$ cat config.mk
export PLATFORM = sky130hd
export DESIGN_NAME = fzlf_class
export DESIGN_NICKNAME = d
export VERILOG_FILES = /design/src/hdl/fzlf_pkg.sv /design/src/hdl/fzlf_class.sv
export SDC_FILE = /design/constraint.sdc
export NUM_CORES = 1
export LEC_CHECK = 0
export BUFFER_PORTS_ARGS = -buffer_cell sky130_fd_sc_hd__buf_2
export CORE_ASPECT_RATIO = 1.5
export CORE_MARGIN = 2
export CORE_UTILIZATION = 47
export DETAILED_ROUTE_END_ITERATION = 10
export GPL_TIMING_DRIVEN = 0
export PLACE_DENSITY_LB_ADDON = 0.3
export SETUP_SLACK_MARGIN = 0.2
export SLEW_MARGIN = 15
export SYNTH_ARGS = -nofsm -noshare
export SYNTH_HDL_FRONTEND = slang
export SYNTH_SLANG_ARGS = --single-unit
$ cat constraint.sdc
create_clock -name aclk -period 3.48 [get_ports aclk]
set_input_delay 0.522 -clock aclk [delete_from_list [all_inputs] [get_ports aclk]]
set_output_delay 0.522 -clock aclk [all_outputs]
set_load 0.02 [all_outputs]
$ cat src/hdl/fzlf_pkg.sv
package fzlf_pkg;

    localparam int SAMPLE_BITS_DEF     = 16;
    localparam int SCORE_FRAC_BITS_DEF = 16;
    localparam int Q30_BITS            = 30;
    localparam int TAYLOR_TERMS        = 16;
    localparam int RECIP_SHIFT         = 34;
    localparam int RECIP_BITS          = RECIP_SHIFT + 1;
    localparam int GAUSS_RANGE_LOG2    = 3;
    localparam int EXP_INT_BITS        = 2 * GAUSS_RANGE_LOG2 - 1;
    localparam int EXP_INT_DEPTH       = 1 << EXP_INT_BITS;
    localparam int CFG_INDEX_BITS      = 3;
    localparam longint unsigned Q30_ONE = 64'd1 << Q30_BITS;
    // exp(-1) in Q30 from the 16-term series with truncated terms
    localparam longint unsigned E1_Q30  = 64'd395007543;

    typedef enum logic [1:0] {
        MF_NONE  = 2'd0,
        MF_TRI   = 2'd1,
        MF_TRAP  = 2'd2,
        MF_GAUSS = 2'd3
    } mf_mode_t;

    typedef enum logic [2:0] {
        CLS_N  = 3'd0,
        CLS_S3 = 3'd1,
        CLS_S2 = 3'd2,
        CLS_S1 = 3'd3,
        CLS_NA = 3'd4
    } suit_class_t;

    typedef enum logic [CFG_INDEX_BITS-1:0] {
        REG_MF_MODE       = 3'd0,
        REG_RANGE_MIN     = 3'd1,
        REG_RANGE_MAX     = 3'd2,
        REG_PLATEAU_START = 3'd3,
        REG_SPREAD        = 3'd4,
        REG_THR_S3        = 3'd5,
        REG_THR_S2        = 3'd6,
        REG_THR_S1        = 3'd7
    } reg_index_t;

    typedef struct packed {
        logic        fixed;
        logic        sat;
        logic        zero;
        logic        gauss;
        logic        bounded;
        suit_class_t cls;
    } tag_t;

    typedef logic [Q30_BITS:0] q30_t;
    typedef q30_t exp_tab_t [EXP_INT_DEPTH];

    function automatic exp_tab_t exp_int_table();
        exp_tab_t          tab;
        longint unsigned   acc;
        int                i;
        acc = Q30_ONE;
        for (i = 0; i < EXP_INT_DEPTH; i++) begin
            tab[i] = acc[Q30_BITS:0];
            acc    = (acc * E1_Q30) >> Q30_BITS;
        end
        return tab;
    endfunction

    localparam exp_tab_t EXP_INT = exp_int_table();

endpackage

$ cat src/hdl/fzlf_class.sv
module fzlf_class #(
    parameter int SCORE_FRAC_BITS = fzlf_pkg::SCORE_FRAC_BITS_DEF
) (
    input  logic                          aclk,
    input  logic                          aresetn,
    input  logic                          en,
    input  logic                          in_valid,
    input  logic [SCORE_FRAC_BITS+fzlf_pkg::GAUSS_RANGE_LOG2-1:0] in_q,
    input  fzlf_pkg::tag_t                in_tag,
    input  logic [SCORE_FRAC_BITS:0]      in_score,
    input  logic [SCORE_FRAC_BITS:0]      thr_s3,
    input  logic [SCORE_FRAC_BITS:0]      thr_s2,
    input  logic [SCORE_FRAC_BITS:0]      thr_s1,
    output logic                          out_valid,
    output logic [SCORE_FRAC_BITS:0]      out_membership,
    output logic [2:0]                    out_suit_class
);

    localparam int F = SCORE_FRAC_BITS;
    localparam logic [F:0] ONE = {1'b1, {F{1'b0}}};

    logic [F:0]              score;
    fzlf_pkg::suit_class_t   cls;
    logic                    valid_reg;
    logic [F:0]              membership_reg;
    fzlf_pkg::suit_class_t   cls_reg;

    always_comb begin
        if (in_tag.fixed) begin
            score = in_tag.sat ? ONE : '0;
            cls   = in_tag.cls;
        end else begin
            if (in_tag.zero) begin
                score = '0;
            end else if (in_tag.gauss) begin
                score = in_score;
            end else begin
                score = in_q[F:0];
            end
            if (score < thr_s3) begin
                cls = fzlf_pkg::CLS_N;
            end else if (score < thr_s2) begin
                cls = fzlf_pkg::CLS_S3;
            end else if (score < thr_s1) begin
                cls = fzlf_pkg::CLS_S2;
            end else if (!in_tag.bounded || score <= ONE) begin
                cls = fzlf_pkg::CLS_S1;
            end else begin
                cls = fzlf_pkg::CLS_NA;
            end
        end
    end

    always_ff @(posedge aclk) begin
        if (!aresetn) begin
            valid_reg <= 1'b0;
        end else if (en) begin
            valid_reg <= in_valid;
        end
    end

    always_ff @(posedge aclk) begin
        if (en) begin
            membership_reg <= score;
            cls_reg        <= cls;
        end
    end

    assign out_valid      = valid_reg;
    assign out_membership = membership_reg;
    assign out_suit_class = cls_reg;

endmodule

==> flow_summary_export.csv <==
group,metric,value,unit
global_route,gr-usage-all-layers,24.7,%
yosys,synth_area_per_cell,8.71,sq um
yosys,synth_enable_flop_cells,20,
timing,finalMaxSlewViolations,0,
drt,postRouteWirelength,6770,um
yosys,synth_seq_area_share,25.8,%
worst_hold_path,min_from,"aresetn",
placed_design,routability_cong,0.892,
die,core-area,0.00489,sq mm
drt,route.detailed.vias_per_inst,5.37,
yosys,yosysTopAreaCellShare,25.0,%
cells_and_area,area_delta_synth_final,30.0,%
power,power-per-cell-area,250,mW/mm^2
global_route,via_count_of_the_first_global_routing_pass,2473,
die,die_w,62.4,um
yosys,synth_area_leaders,"sky130_fd_sc_hd__edfxtp_1, sky130_fd_sc_hd__ha_1, sky130_fd_sc_hd__mux2i_1",
yosys,postSynthRegisterBits,21,
global_route,grt_max_degree,22,
cells_and_area,post-route-util,64.0,%
clock_network,cts-htree-levels,1,
timing,setup_total_negative_slack,0,ps
drt,antenna_left,0,
yosys,syn_area,0.00240,sq mm
worst_hold_path,timing.hold.worst.class,"input port to flip-flop",
die,floorplan.initialDensity,49.2,%
clock_network,cts_buffers,3,
power,p_leak,1.73,nW
yosys,synth_largest_area_cell,"sky130_fd_sc_hd__edfxtp_1",
clock_network,clk_root_buffer_cell,"sky130_fd_sc_hd__clkbuf_8",
drt,drt_iter0_drc,73,
placed_design,numPortBuffers,116,
placed_design,placement.setup.worst_slack,79.6,ps
yosys,asyncSetResetFlopFracSynth,0,%
job,max-cap-violations,0,
run_status,outcome,"finished, final reports clean",
clock_network,cts_buffer_depth,2,
worst_setup_path,startpoint_of_the_worst_setup_timing_path,"in_tag[4]",
clock_network,worst_setup_hold_path_clk_slew,70,ps
drt,dr_total_vias,2480,
timing,setup_viol,0,
die,die_height,91.6,um
worst_setup_path,path_max_fanout,10,
yosys,synth.most_common_cell,"sky130_fd_sc_hd__inv_1",
global_route,grt_pass1_wl,11100,um
die,design.die.area,0.00571,sq mm
worst_setup_path,setup.worst_path.start_class,"input port",
cells_and_area,final_nets,541,
worst_setup_path,r2r-end,"out_valid",
drt,drc_errors,0,
yosys,synthCells,276,
clock_network,cts_stage_hold_buffer_count,0,
worst_setup_path,worst_r2r_path_depth,2,
timing,rsz_0062_raised_after_global_routing,"no",
placed_design,dp.final_hpwl,5930,um
worst_setup_path,worstPathArrival,3100,ps
power,switching_share,33.7,%
timing,fmaxAchievable,324,MHz
worst_setup_path,timing.setup.critical_path_class,"input port to flip-flop",
cells_and_area,num_antenna_cells,0,
clock_network,tritoncts_num_sinks,21,
timing,final.setup_skew,0,ps
worst_hold_path,worst_hold_path.num_cells,2,
die,row_count,31,
clock_network,worstSkewPairLatency,260,ps
clock_network,post-cts-setup-buffer-count,0,
drt,post_drt_wl_per_cell,14.6,um
drt,drtPass1Iterations,5,
timing,hold_slack,503,ps
worst_hold_path,worst_hold_path.endpoint,"out_valid",
worst_setup_path,timing.critical_path.required,3500,ps
timing,report.final.hold_viol_count,0,
power,clkPwrFrac,20.1,%
yosys,postSynth.topFlopCell,"sky130_fd_sc_hd__edfxtp_1",
yosys,syn_nets,420,
worst_setup_path,timing.critical_path.to_type,"flip-flop",
power,switching_power,0.263,mW
timing,finalWorstSetupSlack,394,ps
power,irDropWorstVdd,0.000126,V
yosys,synth_cell_types,45,
global_route,overflow,0,
worst_setup_path,timing.reg2reg.setup_slack,2880,ps
power,p_int,0.518,mW
power,power_frac_comb,41.2,%
worst_setup_path,critical_path.reg2reg.startpoint,"out_valid",
power,power.sequential.fraction,38.7,%
timing,period_share,88.7,%
timing,final.min_clock_period,3090,ps
cells_and_area,drive_gt1_share,33.8,%
yosys,netlist_top_cells_count,"sky130_fd_sc_hd__inv_1, sky130_fd_sc_hd__ha_1, sky130_fd_sc_hd__nor2_1, sky130_fd_sc_hd__edfxtp_1",
global_route,antenna_found_initial,0,
timing,slew_headroom,66.9,%
clock_network,cts_tree,"built",
die,top_level_ports,120,
timing,worst_slew_pin_slew,496,ps
yosys,ys.warnings.count,0,
==> registers in the layout (all words and copies together) (netlist names) <==
signal / cells
out_membership: 17
out_suit_class: 3
out_valid: 1
==> how the worst max path moves through the flow <==
stage	to	slack (ps)	depth (start not counted)
floorplan	out_suit_class[2]	640	11
global placement	out_suit_class[1]	90	12
detailed placement	out_suit_class[1]	80	12
CTS	out_suit_class[1]	350	12
global route	out_suit_class[1]	200	12
finish	out_suit_class[1]	390	11
==> power by group through the flow <==
stage / registers [mW] / clock network [mW] / logic (mW)
after global routing: 0.304 / 0.167 / 0.361
after CTS: 0.303 / 0.158 / 0.319
after floorplan: 0.335 / 0 / 0.164
after global placement: 0.307 / 0 / 0.308
final: 0.302 / 0.157 / 0.322
after detailed placement: 0.308 / 0 / 0.318
==> per-layer routing <==
metal | part of all wire [%] | vias to the layer above | track usage, %
met5 | 0 | - | 0
met4 | 3.0 | 0 | 11.7
met3 | 6.8 | 15 | 3.22
met2 | 51 | 116 | 46.6
met1 | 39 | 1112 | 26.8
li1 | - | 1237 | -
==> placed cells by master, fill, tap and decap left out, drive strengths merged, types with 2 or more instances in the layout <==
master	synthesis	layout
nand2	14	14
nor2	24	24
clkbuf	6	11
or2	2	2
nor3	18	18
and2	2	2
o31ai	3	3
nand3	4	4
o21a	2	2
nand4	7	7
inv	47	47
o21ai	8	8
mux2i	18	18
edfxtp	20	20
nor4	4	4
a32o	2	2
a21o	8	8
o211ai	3	3
a211oi	2	2
buf	3	118
ha	45	45
a21oi	15	15
a221oi	2	2
nor2b	2	2
==> critical path, stage by stage <==
cell                       delay [ps]
sky130_fd_sc_hd__buf_2            120
sky130_fd_sc_hd__buf_6            170
sky130_fd_sc_hd__clkbuf_4         270
sky130_fd_sc_hd__mux2i_1          300
sky130_fd_sc_hd__nor2_1           140
sky130_fd_sc_hd__ha_1             320
sky130_fd_sc_hd__a21oi_1          170
sky130_fd_sc_hd__o21ai_0          140
sky130_fd_sc_hd__a221oi_1         510
sky130_fd_sc_hd__nand2_1          150
sky130_fd_sc_hd__a32o_1           270
==> timing repair <==
item / CTS / global route
gates resized for setup: 0 / 3
hold endpoints to repair: 0 / 0
setup endpoints to repair: 0 / 2
==> through the flow <==
| stage | total power, mW | instances | area, sq um |
|---|---|---|---|
| after floorplan | 0.499 | 276 | 2400 |
| after global placement | 0.615 | 458 | 3070 |
| after detailed placement | 0.626 | 458 | 3070 |
| after CTS | 0.780 | 462 | 3110 |
| after global routing | 0.831 | 462 | 3130 |
| final | 0.782 | 462 | 3130 |
==> logic make-up (layout without fill, tap and decap cells) <==
kind of cell,after synthesis,in the layout,synth area share (%)
xor+xnor,1,1,0.677
simple gates,82,82,16.9
buf+inv,56,176,9.42
compound gates,53,53,16.2
mux,18,18,7.50
flops,21,21,25.8
fa+ha+maj,45,45,23.4
==> final cells by class <==
cell class	count	area, sq um
Clock buffer	4	45.0
Fill cell	445	1760
Timing Repair Buffer	116	581
Sequential cell	21	621
Tap cell	66	82.6
Multi-Input combinational cell	199	1570
Buffer	9	52.6
Inverter	47	176
Note: power is estimated with default switching activity, not from simulation.
