`src/hdl/fzlf_pkg.sv`:
```
package fzlf_pkg;

    localparam int SAMPLE_BITS_DEF     = 16;
    localparam int SCORE_FRAC_BITS_DEF = 16;
    localparam int Q30_BITS            = 30;
    localparam int TAYLOR_TERMS        = 16;
    localparam int RECIP_SHIFT         = 34;
    localparam int RECIP_BITS          = RECIP_SHIFT + 1;
    localparam int GAUSS_RANGE_LOG2    = 3;
    localparam int EXP_INT_BITS        = 2 * GAUSS_RANGE_LOG2 - 1;
    localparam int EXP_INT_DEPTH       = 1 << EXP_INT_BITS;
    localparam int CFG_INDEX_BITS      = 3;
    localparam longint unsigned Q30_ONE = 64'd1 << Q30_BITS;
    // exp(-1) in Q30 from the 16-term series with truncated terms
    localparam longint unsigned E1_Q30  = 64'd395007543;

    typedef enum logic [1:0] {
        MF_NONE  = 2'd0,
        MF_TRI   = 2'd1,
        MF_TRAP  = 2'd2,
        MF_GAUSS = 2'd3
    } mf_mode_t;

    typedef enum logic [2:0] {
        CLS_N  = 3'd0,
        CLS_S3 = 3'd1,
        CLS_S2 = 3'd2,
        CLS_S1 = 3'd3,
        CLS_NA = 3'd4
    } suit_class_t;

    typedef enum logic [CFG_INDEX_BITS-1:0] {
        REG_MF_MODE       = 3'd0,
        REG_RANGE_MIN     = 3'd1,
        REG_RANGE_MAX     = 3'd2,
        REG_PLATEAU_START = 3'd3,
        REG_SPREAD        = 3'd4,
        REG_THR_S3        = 3'd5,
        REG_THR_S2        = 3'd6,
        REG_THR_S1        = 3'd7
    } reg_index_t;

    typedef struct packed {
        logic        fixed;
        logic        sat;
        logic        zero;
        logic        gauss;
        logic        bounded;
        suit_class_t cls;
    } tag_t;

    typedef logic [Q30_BITS:0] q30_t;
    typedef q30_t exp_tab_t [EXP_INT_DEPTH];

    function automatic exp_tab_t exp_int_table();
        exp_tab_t          tab;
        longint unsigned   acc;
        int                i;
        acc = Q30_ONE;
        for (i = 0; i < EXP_INT_DEPTH; i++) begin
            tab[i] = acc[Q30_BITS:0];
            acc    = (acc * E1_Q30) >> Q30_BITS;
        end
        return tab;
    endfunction

    localparam exp_tab_t EXP_INT = exp_int_table();

endpackage

```
`src/hdl/fzlf_front.sv`:
```
module fzlf_front #(
    parameter int SAMPLE_BITS = fzlf_pkg::SAMPLE_BITS_DEF
) (
    input  logic                          aclk,
    input  logic                          aresetn,
    input  logic                          en,
    input  logic                          in_valid,
    input  logic signed [SAMPLE_BITS-1:0] sample,
    input  logic [1:0]                    mf_mode,
    input  logic signed [SAMPLE_BITS-1:0] range_min,
    input  logic signed [SAMPLE_BITS-1:0] range_max,
    input  logic signed [SAMPLE_BITS-1:0] plateau_start,
    input  logic [SAMPLE_BITS-1:0]        spread,
    output logic                          out_valid,
    output logic [SAMPLE_BITS-1:0]        out_num,
    output logic [SAMPLE_BITS-1:0]        out_den,
    output fzlf_pkg::tag_t                out_tag
);

    localparam int SB = SAMPLE_BITS;
    localparam int GR = fzlf_pkg::GAUSS_RANGE_LOG2;

    logic signed [SB:0]   x_e;
    logic signed [SB:0]   min_e;
    logic signed [SB:0]   max_e;
    logic signed [SB:0]   plat_e;
    logic signed [SB:0]   d_xmin;
    logic signed [SB:0]   d_span;
    logic signed [SB:0]   d_plat;
    logic signed [SB:0]   d_peak;
    logic [SB-1:0]        sig;
    logic                 far;
    logic [SB-1:0]        num_next;
    logic [SB-1:0]        den_next;
    fzlf_pkg::tag_t       tag_next;
    logic                 valid_reg;
    logic [SB-1:0]        num_reg;
    logic [SB-1:0]        den_reg;
    fzlf_pkg::tag_t       tag_reg;

    assign x_e    = {sample[SB-1], sample};
    assign min_e  = {range_min[SB-1], range_min};
    assign max_e  = {range_max[SB-1], range_max};
    assign plat_e = {plateau_start[SB-1], plateau_start};
    assign d_xmin = x_e - min_e;
    assign d_span = max_e - min_e;
    assign d_plat = plat_e - min_e;
    assign d_peak = max_e - x_e;
    assign sig    = (spread == '0) ? SB'(1) : spread;
    assign far    = {{GR{1'b0}}, d_peak[SB-1:0]} >= {sig, {GR{1'b0}}};

    always_comb begin
        num_next         = '0;
        den_next         = SB'(1);
        tag_next.fixed   = 1'b1;
        tag_next.sat     = 1'b0;
        tag_next.zero    = 1'b0;
        tag_next.gauss   = 1'b0;
        tag_next.bounded = 1'b0;
        tag_next.cls     = fzlf_pkg::CLS_NA;
        unique case (fzlf_pkg::mf_mode_t'(mf_mode))
            fzlf_pkg::MF_TRI: begin
                if (x_e < min_e || x_e > max_e) begin
                    tag_next.cls = fzlf_pkg::CLS_N;
                end else if (max_e != min_e) begin
                    tag_next.fixed   = 1'b0;
                    tag_next.bounded = 1'b1;
                    num_next         = d_xmin[SB-1:0];
                    den_next         = d_span[SB-1:0];
                end
            end
            fzlf_pkg::MF_TRAP: begin
                if (x_e < min_e || x_e > max_e) begin
                    tag_next.cls = fzlf_pkg::CLS_N;
                end else if (x_e < plat_e) begin
                    tag_next.fixed = 1'b0;
                    num_next       = d_xmin[SB-1:0];
                    den_next       = d_plat[SB-1:0];
                end else begin
                    tag_next.sat = 1'b1;
                    tag_next.cls = fzlf_pkg::CLS_S1;
                end
            end
            fzlf_pkg::MF_GAUSS: begin
                if (x_e > max_e) begin
                    tag_next.cls = fzlf_pkg::CLS_N;
                end else begin
                    tag_next.fixed   = 1'b0;
                    tag_next.gauss   = 1'b1;
                    tag_next.bounded = 1'b1;
                    tag_next.zero    = far;
                    num_next         = d_peak[SB-1:0];
                    den_next         = sig;
                end
            end
            fzlf_pkg::MF_NONE: begin
                tag_next.cls = fzlf_pkg::CLS_NA;
            end
            default: begin
                tag_next.cls = fzlf_pkg::CLS_NA;
            end
        endcase
    end

    always_ff @(posedge aclk) begin
        if (!aresetn) begin
            valid_reg <= 1'b0;
        end else if (en) begin
            valid_reg <= in_valid;
        end
    end

    always_ff @(posedge aclk) begin
        if (en) begin
            num_reg <= num_next;
            den_reg <= den_next;
            tag_reg <= tag_next;
        end
    end

    assign out_valid = valid_reg;
    assign out_num   = num_reg;
    assign out_den   = den_reg;
    assign out_tag   = tag_reg;

endmodule

```
`config.mk`:
```
export PLATFORM = sky130hd
export DESIGN_NAME = fzlf_front
export DESIGN_NICKNAME = d
export VERILOG_FILES = /design/src/hdl/fzlf_pkg.sv /design/src/hdl/fzlf_front.sv
export SDC_FILE = /design/constraint.sdc
export NUM_CORES = 1
export LEC_CHECK = 0
export ABC_AREA = 1
export BUFFER_PORTS_ARGS = -buffer_cell sky130_fd_sc_hd__buf_2
export CAP_MARGIN = 0
export CORE_ASPECT_RATIO = 0.9
export CORE_MARGIN = 1.5
export CORE_UTILIZATION = 58
export CTS_CLUSTER_SIZE = 24
export DETAILED_ROUTE_END_ITERATION = 8
export PLACE_DENSITY = 0.9
export SETUP_SLACK_MARGIN = 0.4
export SLEW_MARGIN = 10
export SYNTH_ARGS = -nofsm -noshare
export SYNTH_HDL_FRONTEND = slang
export SYNTH_SLANG_ARGS = --single-unit
export TNS_END_PERCENT = 30
```
`constraint.sdc`:
```
create_clock -name aclk -period 3.71 [get_ports aclk]
set_input_delay 0.5565 -clock aclk [delete_from_list [all_inputs] [get_ports aclk]]
set_output_delay 0.5565 -clock aclk [all_outputs]
set_load 0.02 [all_outputs]
```
==> reports/qor.yml <==
clocking:
  ctsResizeCount: 0
  cts_buffers: 5
  cts_tree: "built"
  clk_latency_ns: 0.29
  cts-htree-levels: 2
  clk_pin_slew_ns: 0.06
  cts_hold_buffers: 0
  cts.sinks: 40
  post_cts_buffers: 0
  ctsLongestPathBuffers: 2
  root_buffer: "clkbuf_16"
floorplanning:
  initial_core_util_pct: 60.3
  placementRows: 36
  fp.coreArea_um2: 10900
  dieArea_um2: 12000
  die_h_um: 104
  boundaryPins: 127
  dieWidth_um: 115
grt:
  grt.total_usage_pct: 36.4
  grt_max_degree: 42
  grt_pass1_wl_mm: 33.9
  grt_antenna_before_repair: 0
  grt-ovfl-total: 0
  grt_pass1_vias: 6603
drt:
  dr.pass1.iters: 6
  drc: 0
  num_vias: 7297
  routedWlPerCell_um: 16.7
  viasPerCell: 5.64
  final_antenna_net_count: 0
  drt_wl_total_mm: 21.5
  drt_iter0_markers: 828
synthesis:
  synth_top_family_by_area: "simple AND/OR/NAND/NOR gates"
  syn_area_per_cell_um2: 6.48
  yosys.area.top_type_share_pct: 17.7
  ys_seq_elements: 40
  synth_cell_type_count: 41
  synth_top_cells_by_area: "edfxtp_1 18%, ha_1 17%, nand2_1 16%, nand3_1 8.9%, inv_1 8.6%"
  synth_top_flop_cell: "edfxtp_1"
  synth_fa_ha_area_share_pct: 18.3
  synthSimpleGateAreaFrac_pct: 37.7
  synth_compound_area_share_pct: 9.80
  yosys.area.top_type: "edfxtp_1"
  synth_mux_area_share_pct: 0
  syn-cell-area_um2: 6600
  synth_xor_area_share_pct: 5.04
  synth_seq_area_share_pct: 18.0
  synth.most_common_cell: "nand2_1"
  synth_nets: 1199
  synthCells: 1019
  ys_top_cells_by_count: "275 x nand2_1, 152 x inv_1, 118 x nand3_1"
  synth_edf_count: 39
  async_flop_share_pct: 0
  yosysWarnings: 0
setup_path:
  cp_max_fo: 3
  path_class: "primary input to flip-flop"
  worstReg2RegEnd: "out_valid"
  reg2reg_depth: 2
  cp_data_arrival_time_ns: 3.18
  rr_startpoint: "out_valid"
  start_kind: "primary input"
  crit_path_start: "range_max[0]"
  end_kind: "flip-flop"
  r2r_slack_ns: 3.03
  crit_required_ns: 3.75
sta:
  finalClockSkew_ns: 0
  fin_crit_sh_pct: 84.5
  relSlewSlack_pct: 33.0
  finalCriticalPeriod_ns: 3.14
  rsz0062_at_grt: "no"
  tightestPinTransition_ns: 1.00
  whs_ns: 0.503
  layout_setup_ws_ns: 0.574
  max_clock_freq_mhz: 319
  final_max_slew_viol_count: 0
  hold_viol_final: 0
  setup_viol: 0
  setup-tns-final_ns: 0
power_and_ir_drop:
  power_density_nw_per_um2: 306
  ir_worst_vdd_mv: 0.204
  leakage_nw: 4.17
finish:
  drive_gt1_share_pct: 16.0
  area_growth_pct: 14.0
  fin_cells: 1293
  final_cell_area_um2: 7530
  antenna_cells: 0
  fillerInstances: 1006
  nets: 1320
  multi_input_area_um2: 4700
  final-seq-area_um2: 1190
hold_path:
  hp-start: "in_valid"
  hold_depth: 3
  min_to: "out_valid"
  hp-class: "primary input to flip-flop"
placed_design:
  dp.cells: 1285
  dpl.hpwl_mm: 18.1
  post-place-ws_ns: 0.383
  place_congestion: 1.00
  port_buffers: 126
  placed_area_um2: 7340
run:
  drv_cap: 0
outcome:
  status: "finished, final reports clean"
## per-layer routing
layer  share of wire, %  up-vias  global-route usage [%]  wire length [um]
li1                   -     3591                       -                 -
met1                 43     3223                    50.6              9350
met2                 44      416                    56.6              9390
met3                9.3       67                    6.18              2000
met4                3.7        0                    13.0               803
met5                  0        -                       0                 0
## cell usage in the layout (no fill, tap or decap), types with 4 or more instances in the layout
master / synthesis / final
o21bai_1: 6 / 6
nand3_1: 118 / 118
a21oi_1: 71 / 70
ha_1: 90 / 89
clkbuf_16: 0 / 5
nor2_1: 88 / 88
xnor2_1: 18 / 18
o21ai_0: 26 / 26
nand3b_1: 17 / 17
inv_1: 152 / 152
nand4_1: 8 / 8
buf_4: 1 / 7
nand2_2: 7 / 7
nand2_1: 275 / 275
xor2_1: 20 / 20
nand3b_2: 10 / 10
inv_2: 5 / 5
or2_2: 4 / 4
buf_2: 8 / 126
nor4_1: 4 / 4
edfxtp_1: 39 / 39
nor3_1: 9 / 8
a21o_1: 6 / 6
## flip-flops by register name, indices dropped and copies added (netlist names)
name,flops
out_num,16
out_tag,7
out_den,16
out_valid,1
## worst max-delay path, stage by stage
cell and delay [ns]:
buf_2 0.08, inv_1 0.05, ha_1 0.21, fa_2 0.36, inv_1 0.06, nand2_1 0.04
nand2_1 0.11, and2_1 0.17, nand2_1 0.06, nand3_1 0.10, a21boi_0 0.13, xnor2_1 0.21
ha_1 0.29, a21oi_1 0.14, o21ai_0 0.11, o21ai_0 0.23, nand2_1 0.09, a21oi_2 0.12
nor2_1 0.05
## power breakdown
group	total, W	switching [W]	internal (W)
clock network	0.000504	0.000184	0.000319
registers	0.000571	0.0000116	0.000559
logic	0.00123	0.000805	0.000423
## per-stage QoR
stage | util, % | power (W)
2_1_floorplan | - | 0.00143
3_3_place_gp | 67.0 | 0.00174
3_5_place_dp | 67.0 | 0.00176
4_1_cts | 68.6 | 0.00226
5_1_grt | 68.8 | 0.00245
6_report | 68.8 | 0.00230
## worst max path at each step
stage / cells past startpoint / end / slack (ns)
final: 19 / out_tag[5] / 0.57
after CTS: 20 / out_tag[5] / 0.64
after global routing: 19 / out_tag[5] / 0.35
after floorplan: 18 / out_tag[5] / 0.75
after detailed placement: 20 / out_tag[5] / 0.38
after global placement: 18 / out_tag[5] / 0.45
## cell type report
class                           instances  share of cell area, %
Clock buffer                            5                   1.66
Clock inverter                          3                  0.615
Inverter                              157                   7.83
Multi-Input combinational cell        803                   62.5
Sequential cell                        40                   15.8
Tap cell                              152                   2.53
Timing Repair Buffer                  133                   9.08
## cell families (layout without fill, tap and decap cells)
logic type                 Yosys count  after routing
AOI/OAI and AO/OA                  118            118
xor gates and xnor gates            38             38
adders and majority gates           94             94
buffers and inverters              176            298
DFF                                 40             40
and+or+nand+nor                    553            553
(Power assumes the default switching activity.)
