--- config.mk ---
export PLATFORM = sky130hd
export DESIGN_NAME = fzlf_div
export DESIGN_NICKNAME = d
export VERILOG_FILES = /design/src/hdl/fzlf_pkg.sv /design/src/hdl/fzlf_div.sv
export SDC_FILE = /design/constraint.sdc
export NUM_CORES = 1
export LEC_CHECK = 0
export BUFFER_PORTS_ARGS = -buffer_cell sky130_fd_sc_hd__buf_2
export CORE_AREA = 5 5 283 285
export CTS_BUF_LIST = sky130_fd_sc_hd__clkbuf_4
export DETAILED_ROUTE_END_ITERATION = 7
export DIE_AREA = 0 0 288 290
export GPL_TIMING_DRIVEN = 0
export PLACE_DENSITY = 0.81
export SYNTH_ARGS = -nofsm -noshare
export SYNTH_HDL_FRONTEND = slang
export SYNTH_SLANG_ARGS = --single-unit
export TNS_END_PERCENT = 1
--- constraint.sdc ---
create_clock -name aclk -period 3.42 [get_ports aclk]
set_input_delay 0.684 -clock aclk [delete_from_list [all_inputs] [get_ports aclk]]
set_output_delay 0.684 -clock aclk [all_outputs]
set_load 0.02 [all_outputs]
--- src/hdl/fzlf_pkg.sv ---
package fzlf_pkg;

    localparam int SAMPLE_BITS_DEF     = 16;
    localparam int SCORE_FRAC_BITS_DEF = 16;
    localparam int Q30_BITS            = 30;
    localparam int TAYLOR_TERMS        = 16;
    localparam int RECIP_SHIFT         = 34;
    localparam int RECIP_BITS          = RECIP_SHIFT + 1;
    localparam int GAUSS_RANGE_LOG2    = 3;
    localparam int EXP_INT_BITS        = 2 * GAUSS_RANGE_LOG2 - 1;
    localparam int EXP_INT_DEPTH       = 1 << EXP_INT_BITS;
    localparam int CFG_INDEX_BITS      = 3;
    localparam longint unsigned Q30_ONE = 64'd1 << Q30_BITS;
    // exp(-1) in Q30 from the 16-term series with truncated terms
    localparam longint unsigned E1_Q30  = 64'd395007543;

    typedef enum logic [1:0] {
        MF_NONE  = 2'd0,
        MF_TRI   = 2'd1,
        MF_TRAP  = 2'd2,
        MF_GAUSS = 2'd3
    } mf_mode_t;

    typedef enum logic [2:0] {
        CLS_N  = 3'd0,
        CLS_S3 = 3'd1,
        CLS_S2 = 3'd2,
        CLS_S1 = 3'd3,
        CLS_NA = 3'd4
    } suit_class_t;

    typedef enum logic [CFG_INDEX_BITS-1:0] {
        REG_MF_MODE       = 3'd0,
        REG_RANGE_MIN     = 3'd1,
        REG_RANGE_MAX     = 3'd2,
        REG_PLATEAU_START = 3'd3,
        REG_SPREAD        = 3'd4,
        REG_THR_S3        = 3'd5,
        REG_THR_S2        = 3'd6,
        REG_THR_S1        = 3'd7
    } reg_index_t;

    typedef struct packed {
        logic        fixed;
        logic        sat;
        logic        zero;
        logic        gauss;
        logic        bounded;
        suit_class_t cls;
    } tag_t;

    typedef logic [Q30_BITS:0] q30_t;
    typedef q30_t exp_tab_t [EXP_INT_DEPTH];

    function automatic exp_tab_t exp_int_table();
        exp_tab_t          tab;
        longint unsigned   acc;
        int                i;
        acc = Q30_ONE;
        for (i = 0; i < EXP_INT_DEPTH; i++) begin
            tab[i] = acc[Q30_BITS:0];
            acc    = (acc * E1_Q30) >> Q30_BITS;
        end
        return tab;
    endfunction

    localparam exp_tab_t EXP_INT = exp_int_table();

endpackage

--- src/hdl/fzlf_div.sv ---
module fzlf_div #(
    parameter int SAMPLE_BITS     = fzlf_pkg::SAMPLE_BITS_DEF,
    parameter int SCORE_FRAC_BITS = fzlf_pkg::SCORE_FRAC_BITS_DEF
) (
    input  logic                          aclk,
    input  logic                          aresetn,
    input  logic                          en,
    input  logic                          in_valid,
    input  logic [SAMPLE_BITS-1:0]        in_num,
    input  logic [SAMPLE_BITS-1:0]        in_den,
    input  fzlf_pkg::tag_t                in_tag,
    output logic                          out_valid,
    output logic [SCORE_FRAC_BITS+fzlf_pkg::GAUSS_RANGE_LOG2-1:0] out_q,
    output fzlf_pkg::tag_t                out_tag
);

    localparam int SB = SAMPLE_BITS;
    localparam int F  = SCORE_FRAC_BITS;
    localparam int GR = fzlf_pkg::GAUSS_RANGE_LOG2;
    localparam int QW = F + GR;

    logic                 valid_reg [QW];
    logic [SB-1:0]        rem_reg   [QW];
    logic [SB-1:0]        den_reg   [QW];
    logic [QW-1:0]        rest_reg  [QW];
    logic [QW-1:0]        q_reg     [QW];
    fzlf_pkg::tag_t       tag_reg   [QW];

    genvar i;
    for (i = 0; i < QW; i++) begin : g_step
        logic                 p_valid;
        logic [SB-1:0]        p_rem;
        logic [SB-1:0]        p_den;
        logic [QW-1:0]        p_rest;
        logic [QW-1:0]        p_q;
        fzlf_pkg::tag_t       p_tag;
        logic [SB:0]          shifted;
        logic                 ge;
        logic [SB:0]          diff;

        if (i == 0) begin : g_first
            assign p_valid = in_valid;
            assign p_rem   = in_num >> GR;
            assign p_den   = in_den;
            assign p_rest  = {in_num[GR-1:0], {F{1'b0}}};
            assign p_q     = '0;
            assign p_tag   = in_tag;
        end else begin : g_next
            assign p_valid = valid_reg[i-1];
            assign p_rem   = rem_reg[i-1];
            assign p_den   = den_reg[i-1];
            assign p_rest  = rest_reg[i-1];
            assign p_q     = q_reg[i-1];
            assign p_tag   = tag_reg[i-1];
        end

        assign shifted = {p_rem, p_rest[QW-1]};
        assign ge      = shifted >= {1'b0, p_den};
        assign diff    = shifted - {1'b0, p_den};

        always_ff @(posedge aclk) begin
            if (!aresetn) begin
                valid_reg[i] <= 1'b0;
            end else if (en) begin
                valid_reg[i] <= p_valid;
            end
        end

        always_ff @(posedge aclk) begin
            if (en) begin
                rem_reg[i]  <= ge ? diff[SB-1:0] : shifted[SB-1:0];
                den_reg[i]  <= p_den;
                rest_reg[i] <= {p_rest[QW-2:0], 1'b0};
                q_reg[i]    <= {p_q[QW-2:0], ge};
                tag_reg[i]  <= p_tag;
            end
        end
    end

    assign out_valid = valid_reg[QW-1];
    assign out_q     = q_reg[QW-1];
    assign out_tag   = tag_reg[QW-1];

endmodule

==> run summary, run 1 <==
reg-to-reg slack, setup -> 50 ps
syn avg cell area -> 13.2 um^2
maximum vdd drop -> 515 uV
endpoint type of the worst setup path -> register
Fillers -> 5551
Ys Warns -> 0
Period minus WS final -> 3380 ps
Synth Flop Type -> edfxtp_1
DR pass1 iterations -> 6
Tot Pwr -> 44.5 mW
nets -> 4182
worst r2r path cells -> 10
residual overflow from global routing -> 0
Max Root-Sink Buffers -> 3
Slew headroom -> 33.1%
Synth cell types -> 83
CTS tree -> done
switching power -> 15.3 mW
clk_lat worst skew -> 1100 ps
number of flops mapped to enable cells by yosys -> 939
via density per instance -> 5.50
Seq/Total Area, Yosys -> 61.5%
Final GP Congestion -> 0.910
Hold Path Origin -> en
most common cell after layout, fill and taps aside -> edfxtp_1
largest net degree at the start of global routing -> 142
core area -> 77100 um^2
1st-iter DRT viols -> 2085
initial antenna violation count -> 2
Worst Path Required -> 4230 ps
type of origin of the critical path -> input pin
Fmax achieved -> 296 MHz
drt total wl -> 81300 um
drt drc -> 0
fin crit share -> 98.8%
hold depth -> 1
CTS root buffer -> clkbuf_4
WL/cell -> 16.1 um
Post-Synthesis Cell Area -> 45900 um^2
Reg clk slew, reported paths -> 60 ps
max_cap viols -> 0
commonest non-fill, non-tap cells in the layout -> 939 x edfxtp_1, 380 x inv_1, 324 x clkbuf_4, 301 x ha_1, 223 x nor2_1
worst reg2reg startpoint -> den_reg[16][1]
layout cells sized above 1 -> 17.6%
Worst Max-Slew Pin Slew -> 978 ps
first-pass GRT wire length -> 131000 um
vias in the first global route -> 27600
Fin. Hold Viols -> 0
post-synthesis cell count -> 3465
Chip Height -> 290 um
Hold Path Sink -> tag_reg[0][0]
power density cells -> 867 nW/um^2
Arrival @ worst endpoint -> 4180 ps
CP Max Fanout -> 10
RSZ-0062 raised after global routing -> true
port buffer count -> 70
vias post-DR -> 27700
area of the die -> 83500 um^2
FF+latch count, synth -> 940
final worst slack -> 42.5 ps
syn_nets -> 3828
Post-DRT Antenna Nets -> 0
ys async rst share -> 0%
Rows -> 102
Inserted Clock Buffers -> 228
GRT Resource Usage Total -> 19.3%
hold crit path type -> in -> reg
Leakage Power -> 20.7 nW
Crit Path Category -> in -> reg
die width -> 288 um
RR Endpoint -> rem_reg[17][4]
P&R area growth vs syn -> 11.9%
outcome -> finished, final reports clean
final setup vio count -> 0
Slew Limit Fails -> 0
hpwl dp -> 57100 um
pre-CTS WS -> -523 ps
clock sink total -> 940
H-tree levels -> 4
Setup Skew -> 96.1 ps
clock group share of total power -> 20.3%
combinational power share -> 40.3%
Sw Share -> 34.4%
Initial Util -> 59.5%
internal power -> 29.2 mW
# IOs -> 72
sequential power share -> 39.4%
## area by class of cell
type	instances	area, um^2	share of cell area (%)
tap	1040	1300	2.53
antenna	5	12.5	0.0244
sequential	940	28200	55.0
buffer	37	210	0.409
timing repair buffer	124	1010	1.97
clock inverter	81	523	1.02
clock buffer	322	2420	4.71
multi-input combinational	2108	16200	31.6
inverter	380	1430	2.78
## worst max path at each step
stage	startpoint	to	slack, ps
2_1_floorplan	in_num[2]	rem_reg[0][10]	240
5_1_grt	den_reg[16][1]	rem_reg[17][7]	-180
3_5_place_dp	in_num[2]	rem_reg[0][12]	-520
6_report	in_num[2]	rem_reg[0][12]	40
4_1_cts	den_reg[10][1]	rem_reg[11][12]	-80
3_3_place_gp	en	valid_reg[0][0]	-12610
## critical path, cell delays in order
cell and delay [ps]:
dlygate4sd3_1 520, buf_2 100, inv_1 50, ha_1 230, fa_1 400, nand2b_1 180
a21oi_1 210, nor2_1 90, a21oi_2 260, a31oi_1 150, o31ai_1 380, nand2_1 310
buf_2 330, mux2_2 310
## through the flow
step	cell area [um^2]	TNS, ps	instances	hold WS (ps)	util (%)
2_1_floorplan	45900	0	3465	400	-
3_3_place_gp	47500	-	4575	400	61.7
3_5_place_dp	47700	-19090	4582	405	61.9
4_1_cts	51200	-251	5028	34.4	66.4
5_1_grt	51300	-1400	5037	47.5	66.6
6_report	51300	0	5037	152	66.6
## cell families after synthesis
group           synth area share [%]
mux                             4.78
flops                           61.5
simple gates                    7.70
xor+xnor                        3.47
fa+ha+maj                       8.99
buf+inv                         3.51
compound gates                  10.1
## Yosys cell counts, types with 11 or more instances
| library cell | instances | share of area, % |
|---|---|---|
| o21ai_0 | 147 | 1.6 |
| a21boi_0 | 12 | 0.20 |
| a31o_2 | 11 | 0.21 |
| buf_2 | 14 | 0.15 |
| a31oi_1 | 24 | 0.33 |
| a21oi_1 | 181 | 2.0 |
| edfxtp_1 | 939 | 61 |
| a21o_1 | 74 | 1.2 |
| mux2i_1 | 18 | 0.39 |
| mux2_2 | 164 | 4.0 |
| o21bai_1 | 19 | 0.31 |
| fa_1 | 18 | 0.79 |
| o31a_1 | 15 | 0.29 |
| o31ai_1 | 27 | 0.44 |
| a211o_1 | 12 | 0.23 |
| xor2_1 | 54 | 1.0 |
| nand4_1 | 40 | 0.55 |
| or2_2 | 21 | 0.29 |
| o21a_1 | 54 | 0.88 |
| nand2b_1 | 36 | 0.49 |
| and2_1 | 14 | 0.19 |
| nor2_1 | 223 | 1.8 |
| clkbuf_1 | 15 | 0.12 |
| nor3_1 | 59 | 0.64 |
| or3_1 | 34 | 0.46 |
| ha_1 | 301 | 8.2 |
| nand2_1 | 131 | 1.1 |
| nor2b_1 | 57 | 0.78 |
| a211oi_1 | 26 | 0.43 |
| nand3_1 | 34 | 0.37 |
| xnor2_1 | 128 | 2.4 |
| nor4_1 | 11 | 0.15 |
| inv_1 | 380 | 3.1 |
| and3_1 | 30 | 0.41 |
## repair_timing
action	CTS	global route
setup buffers	0	4
hold buffers	43	0
setup endpoints to repair	64	134
resized for setup	19	27
pin swaps	1	4
endpoints found under the hold margin	61	0
## power groups by stage
stage | Sequential (mW) | Clock, mW | Combinational, mW
finish | 17.5 | 9.02 | 17.9
global route | 17.7 | 10.1 | 19.8
CTS | 17.5 | 9.38 | 17.7
detailed placement | 17.7 | 0 | 17.4
global placement | 18.0 | 0 | 16.9
floorplan | 17.2 | 0 | 13.7
## routing by layer
metal  wire length (um)  GRT usage, %  part of all wire [%]  up-vias
met2              40700          32.8                    50      711
met5                  0             0                     0        -
li1                   -             -                     -    13700
met3               4610          4.80                   5.7      208
met1              33000          23.2                    41    13100
met4               3030          8.97                   3.7        0
Power figures use the tool's default switching activity.
==> inputs of run 2 (changes only) <==
clock period = 4.2 ns   (was 3.42 ns; I/O delays follow)
==> run summary, run 2 (same netlist as run 1, synthesis figures left out) <==
Crit path buffers/inverters -> 2 (-2)
combinational power share -> 39.9% (-0.4 points)
max_cap viols -> 0 (unchanged)
cell family with most CP delay -> compound AO/OA/AOI/OAI gates
power density cells -> 704 nW/um^2 (-19%)
final worst slack -> 365 ps (+322 ps)
fin crit share -> 91.3%
nets -> 4175 (-0.17%)
Inserted Clock Buffers -> 228 (unchanged)
largest net degree at the start of global routing -> 142 (unchanged)
Reg clk slew, reported paths -> 70 ps (about the same)
core area -> 77100 um^2 (unchanged)
Sw Share -> 34.4% (about the same)
Initial Util -> 59.5% (unchanged)
Slew headroom -> 38.9% (+5.8 points)
RSZ-0062 raised after global routing -> false
sequential power share -> 39.7% (+0.3 points)
post-route cell area -> 51100 um^2 (-0.48%)
hold depth -> 3 (+2)
CP Max Fanout -> 10 (unchanged)
Rows -> 102 (unchanged)
initial antenna violation count -> 3 (+1)
fin cells -> 5031 (-0.12%)
1st-iter DRT viols -> 2097 (+0.58%)
worst r2r path cells -> 10 (unchanged)
Period minus WS final -> 3840 ps
most common cell after layout, fill and taps aside -> edfxtp_1
port buffer count -> 70 (unchanged)
clk_lat worst skew -> 1100 ps (about the same)
hold crit path type -> in -> reg
# IOs -> 72 (unchanged)
Worst path slowest cell -> a21oi_1
final setup vio count -> 0 (unchanged)
fin util -> 66.3% (-0.32 points)
reg-to-reg slack, setup -> 360 ps (+310 ps)
outcome -> finished, final reports clean
type of origin of the critical path -> register
clock sink total -> 940 (unchanged)
Arrival @ worst endpoint -> 4650 ps (+470 ps)
via density per instance -> 5.49 (-0.28%)
commonest non-fill, non-tap cells in the layout -> 939 x edfxtp_1, 380 x inv_1, 322 x clkbuf_4, 301 x ha_1, 223 x nor2_1
first-pass GRT wire length -> 131000 um (-0.11%)
residual overflow from global routing -> 0 (unchanged)
drt drc -> 0 (unchanged)
Slew Limit Fails -> 0 (unchanged)
pre-CTS WS -> 101 ps (+624 ps)
Fillers -> 5596 (+0.81%)
Fmax achieved -> 261 MHz
GRT Resource Usage Total -> 19.3% (-0.029 points)
vias post-DR -> 27600 (-0.40%)
clock group share of total power -> 20.4% (about the same)
DR pass1 iterations -> 6 (unchanged)
drt total wl -> 81000 um (-0.39%)
most used cell, CP -> o21ai_0
H-tree levels -> 4 (unchanged)
Setup Skew -> 92.2 ps (-3.87 ps)
Chip Height -> 290 um (unchanged)
layout cells sized above 1 -> 16.7% (-0.85 points)
internal power -> 23.6 mW (-19%)
P&R area growth vs syn -> 11.4%
worst hold slack -> 158 ps (+5.86 ps)
Post-DRT Antenna Nets -> 0 (unchanged)
CTS tree -> done
Worst Path Required -> 5010 ps (+780 ps)
Placement Cell Area -> 47700 um^2 (unchanged)
Worst Max-Slew Pin Slew -> 917 ps (-61.4 ps)
Critical Path, Cell by Cell -> inv_1 -> ha_1 -> nor2b_1 -> o21a_1 -> o21ai_0 -> a211oi_1 -> o21ai_0 -> a21oi_1 -> buf_2 -> mux2_2
area occupied by multi-input gates -> 16100 um^2 (-1.0%)
WL/cell -> 16.1 um (-0.28%)
hpwl dp -> 57100 um (unchanged)
maximum vdd drop -> 408 uV (-21%)
register area -> 28200 um^2 (unchanged)
switching power -> 12.4 mW (-19%)
die width -> 288 um (unchanged)
Fin. Hold Viols -> 0 (unchanged)
endpoint type of the worst setup path -> register
Leakage Power -> 20.6 nW (-0.46%)
Final GP Congestion -> 0.910 (unchanged)
# resized after CTS -> 0 (-19)
CTS root buffer -> clkbuf_4
Setup TNS -> 0 ps (unchanged)
area of the die -> 83500 um^2 (unchanged)
vias in the first global route -> 27500 (-0.098%)
Critical Path Max Stage Delay -> 730 ps (+210 ps)
dpl cells -> 4582 (unchanged)
CP Depth -> 10 (-4)
Max Root-Sink Buffers -> 3 (unchanged)
Tot Pwr -> 36.0 mW (-19%)
Crit Path Category -> reg -> reg
[run 2: cell count changes in the layout (fill, tap and decap cells not counted), moves of 4 or more]
cell and delta:
buf_4 -5, o31ai_1 +6, a21oi_1 +4, o31ai_2 -6
clkbuf_1 +5, clkbuf_2 -8, buf_2 +4
[run 2: final timing paths]
path | from | end
hold reg to reg | q_reg[6][6] | q_reg[7][7]
setup reg to reg | den_reg[0][1] | rem_reg[1][13]
hold / removal | in_num[2] | rem_reg[0][0]
setup / recovery | den_reg[0][1] | rem_reg[1][13]
[run 2: routing by layer]
metal	GRT usage, %	up-vias	share of wire, %
met5	0	-	0.016
met4	9.12	2	3.8
met3	4.87	207	5.7
met2	32.6	715	50
met1	23.1	13000	40
li1	-	13700	-
[run 2: layout make-up]
cell class	instances	share of cell area, %
Antenna cell	6	0.0294
Buffer	37	0.365
Clock buffer	322	4.73
Clock inverter	81	1.02
Inverter	380	2.79
Multi-Input combinational cell	2108	31.4
Sequential cell	940	55.2
Tap cell	1040	2.55
Timing Repair Buffer	117	1.87
[run 2: what timing repair did]
item / CTS / global route
hold endpoints to repair: 40 / 0
setup buffers: 0 / 0
hold buffers: 40 / 0
[run 2: worst reg2reg max path: stages, from the launching register on]
cell      delay, ps
edfxtp_1        400
inv_1            70
ha_1            300
nor2b_1         130
o21a_1          130
o21ai_0         180
a211oi_1        630
o21ai_0         190
a21oi_1         740
buf_2           440
mux2_2          380
[run 2: power by group through the flow]
stage | combinational (mW) | clock, mW | sequential, mW
floorplan | 11.2 | 0 | 14.0
global placement | 13.7 | 0 | 14.6
detailed placement | 14.1 | 0 | 14.4
finish | 14.3 | 7.35 | 14.3
global route | 15.9 | 8.20 | 14.4
CTS | 14.3 | 7.64 | 14.3
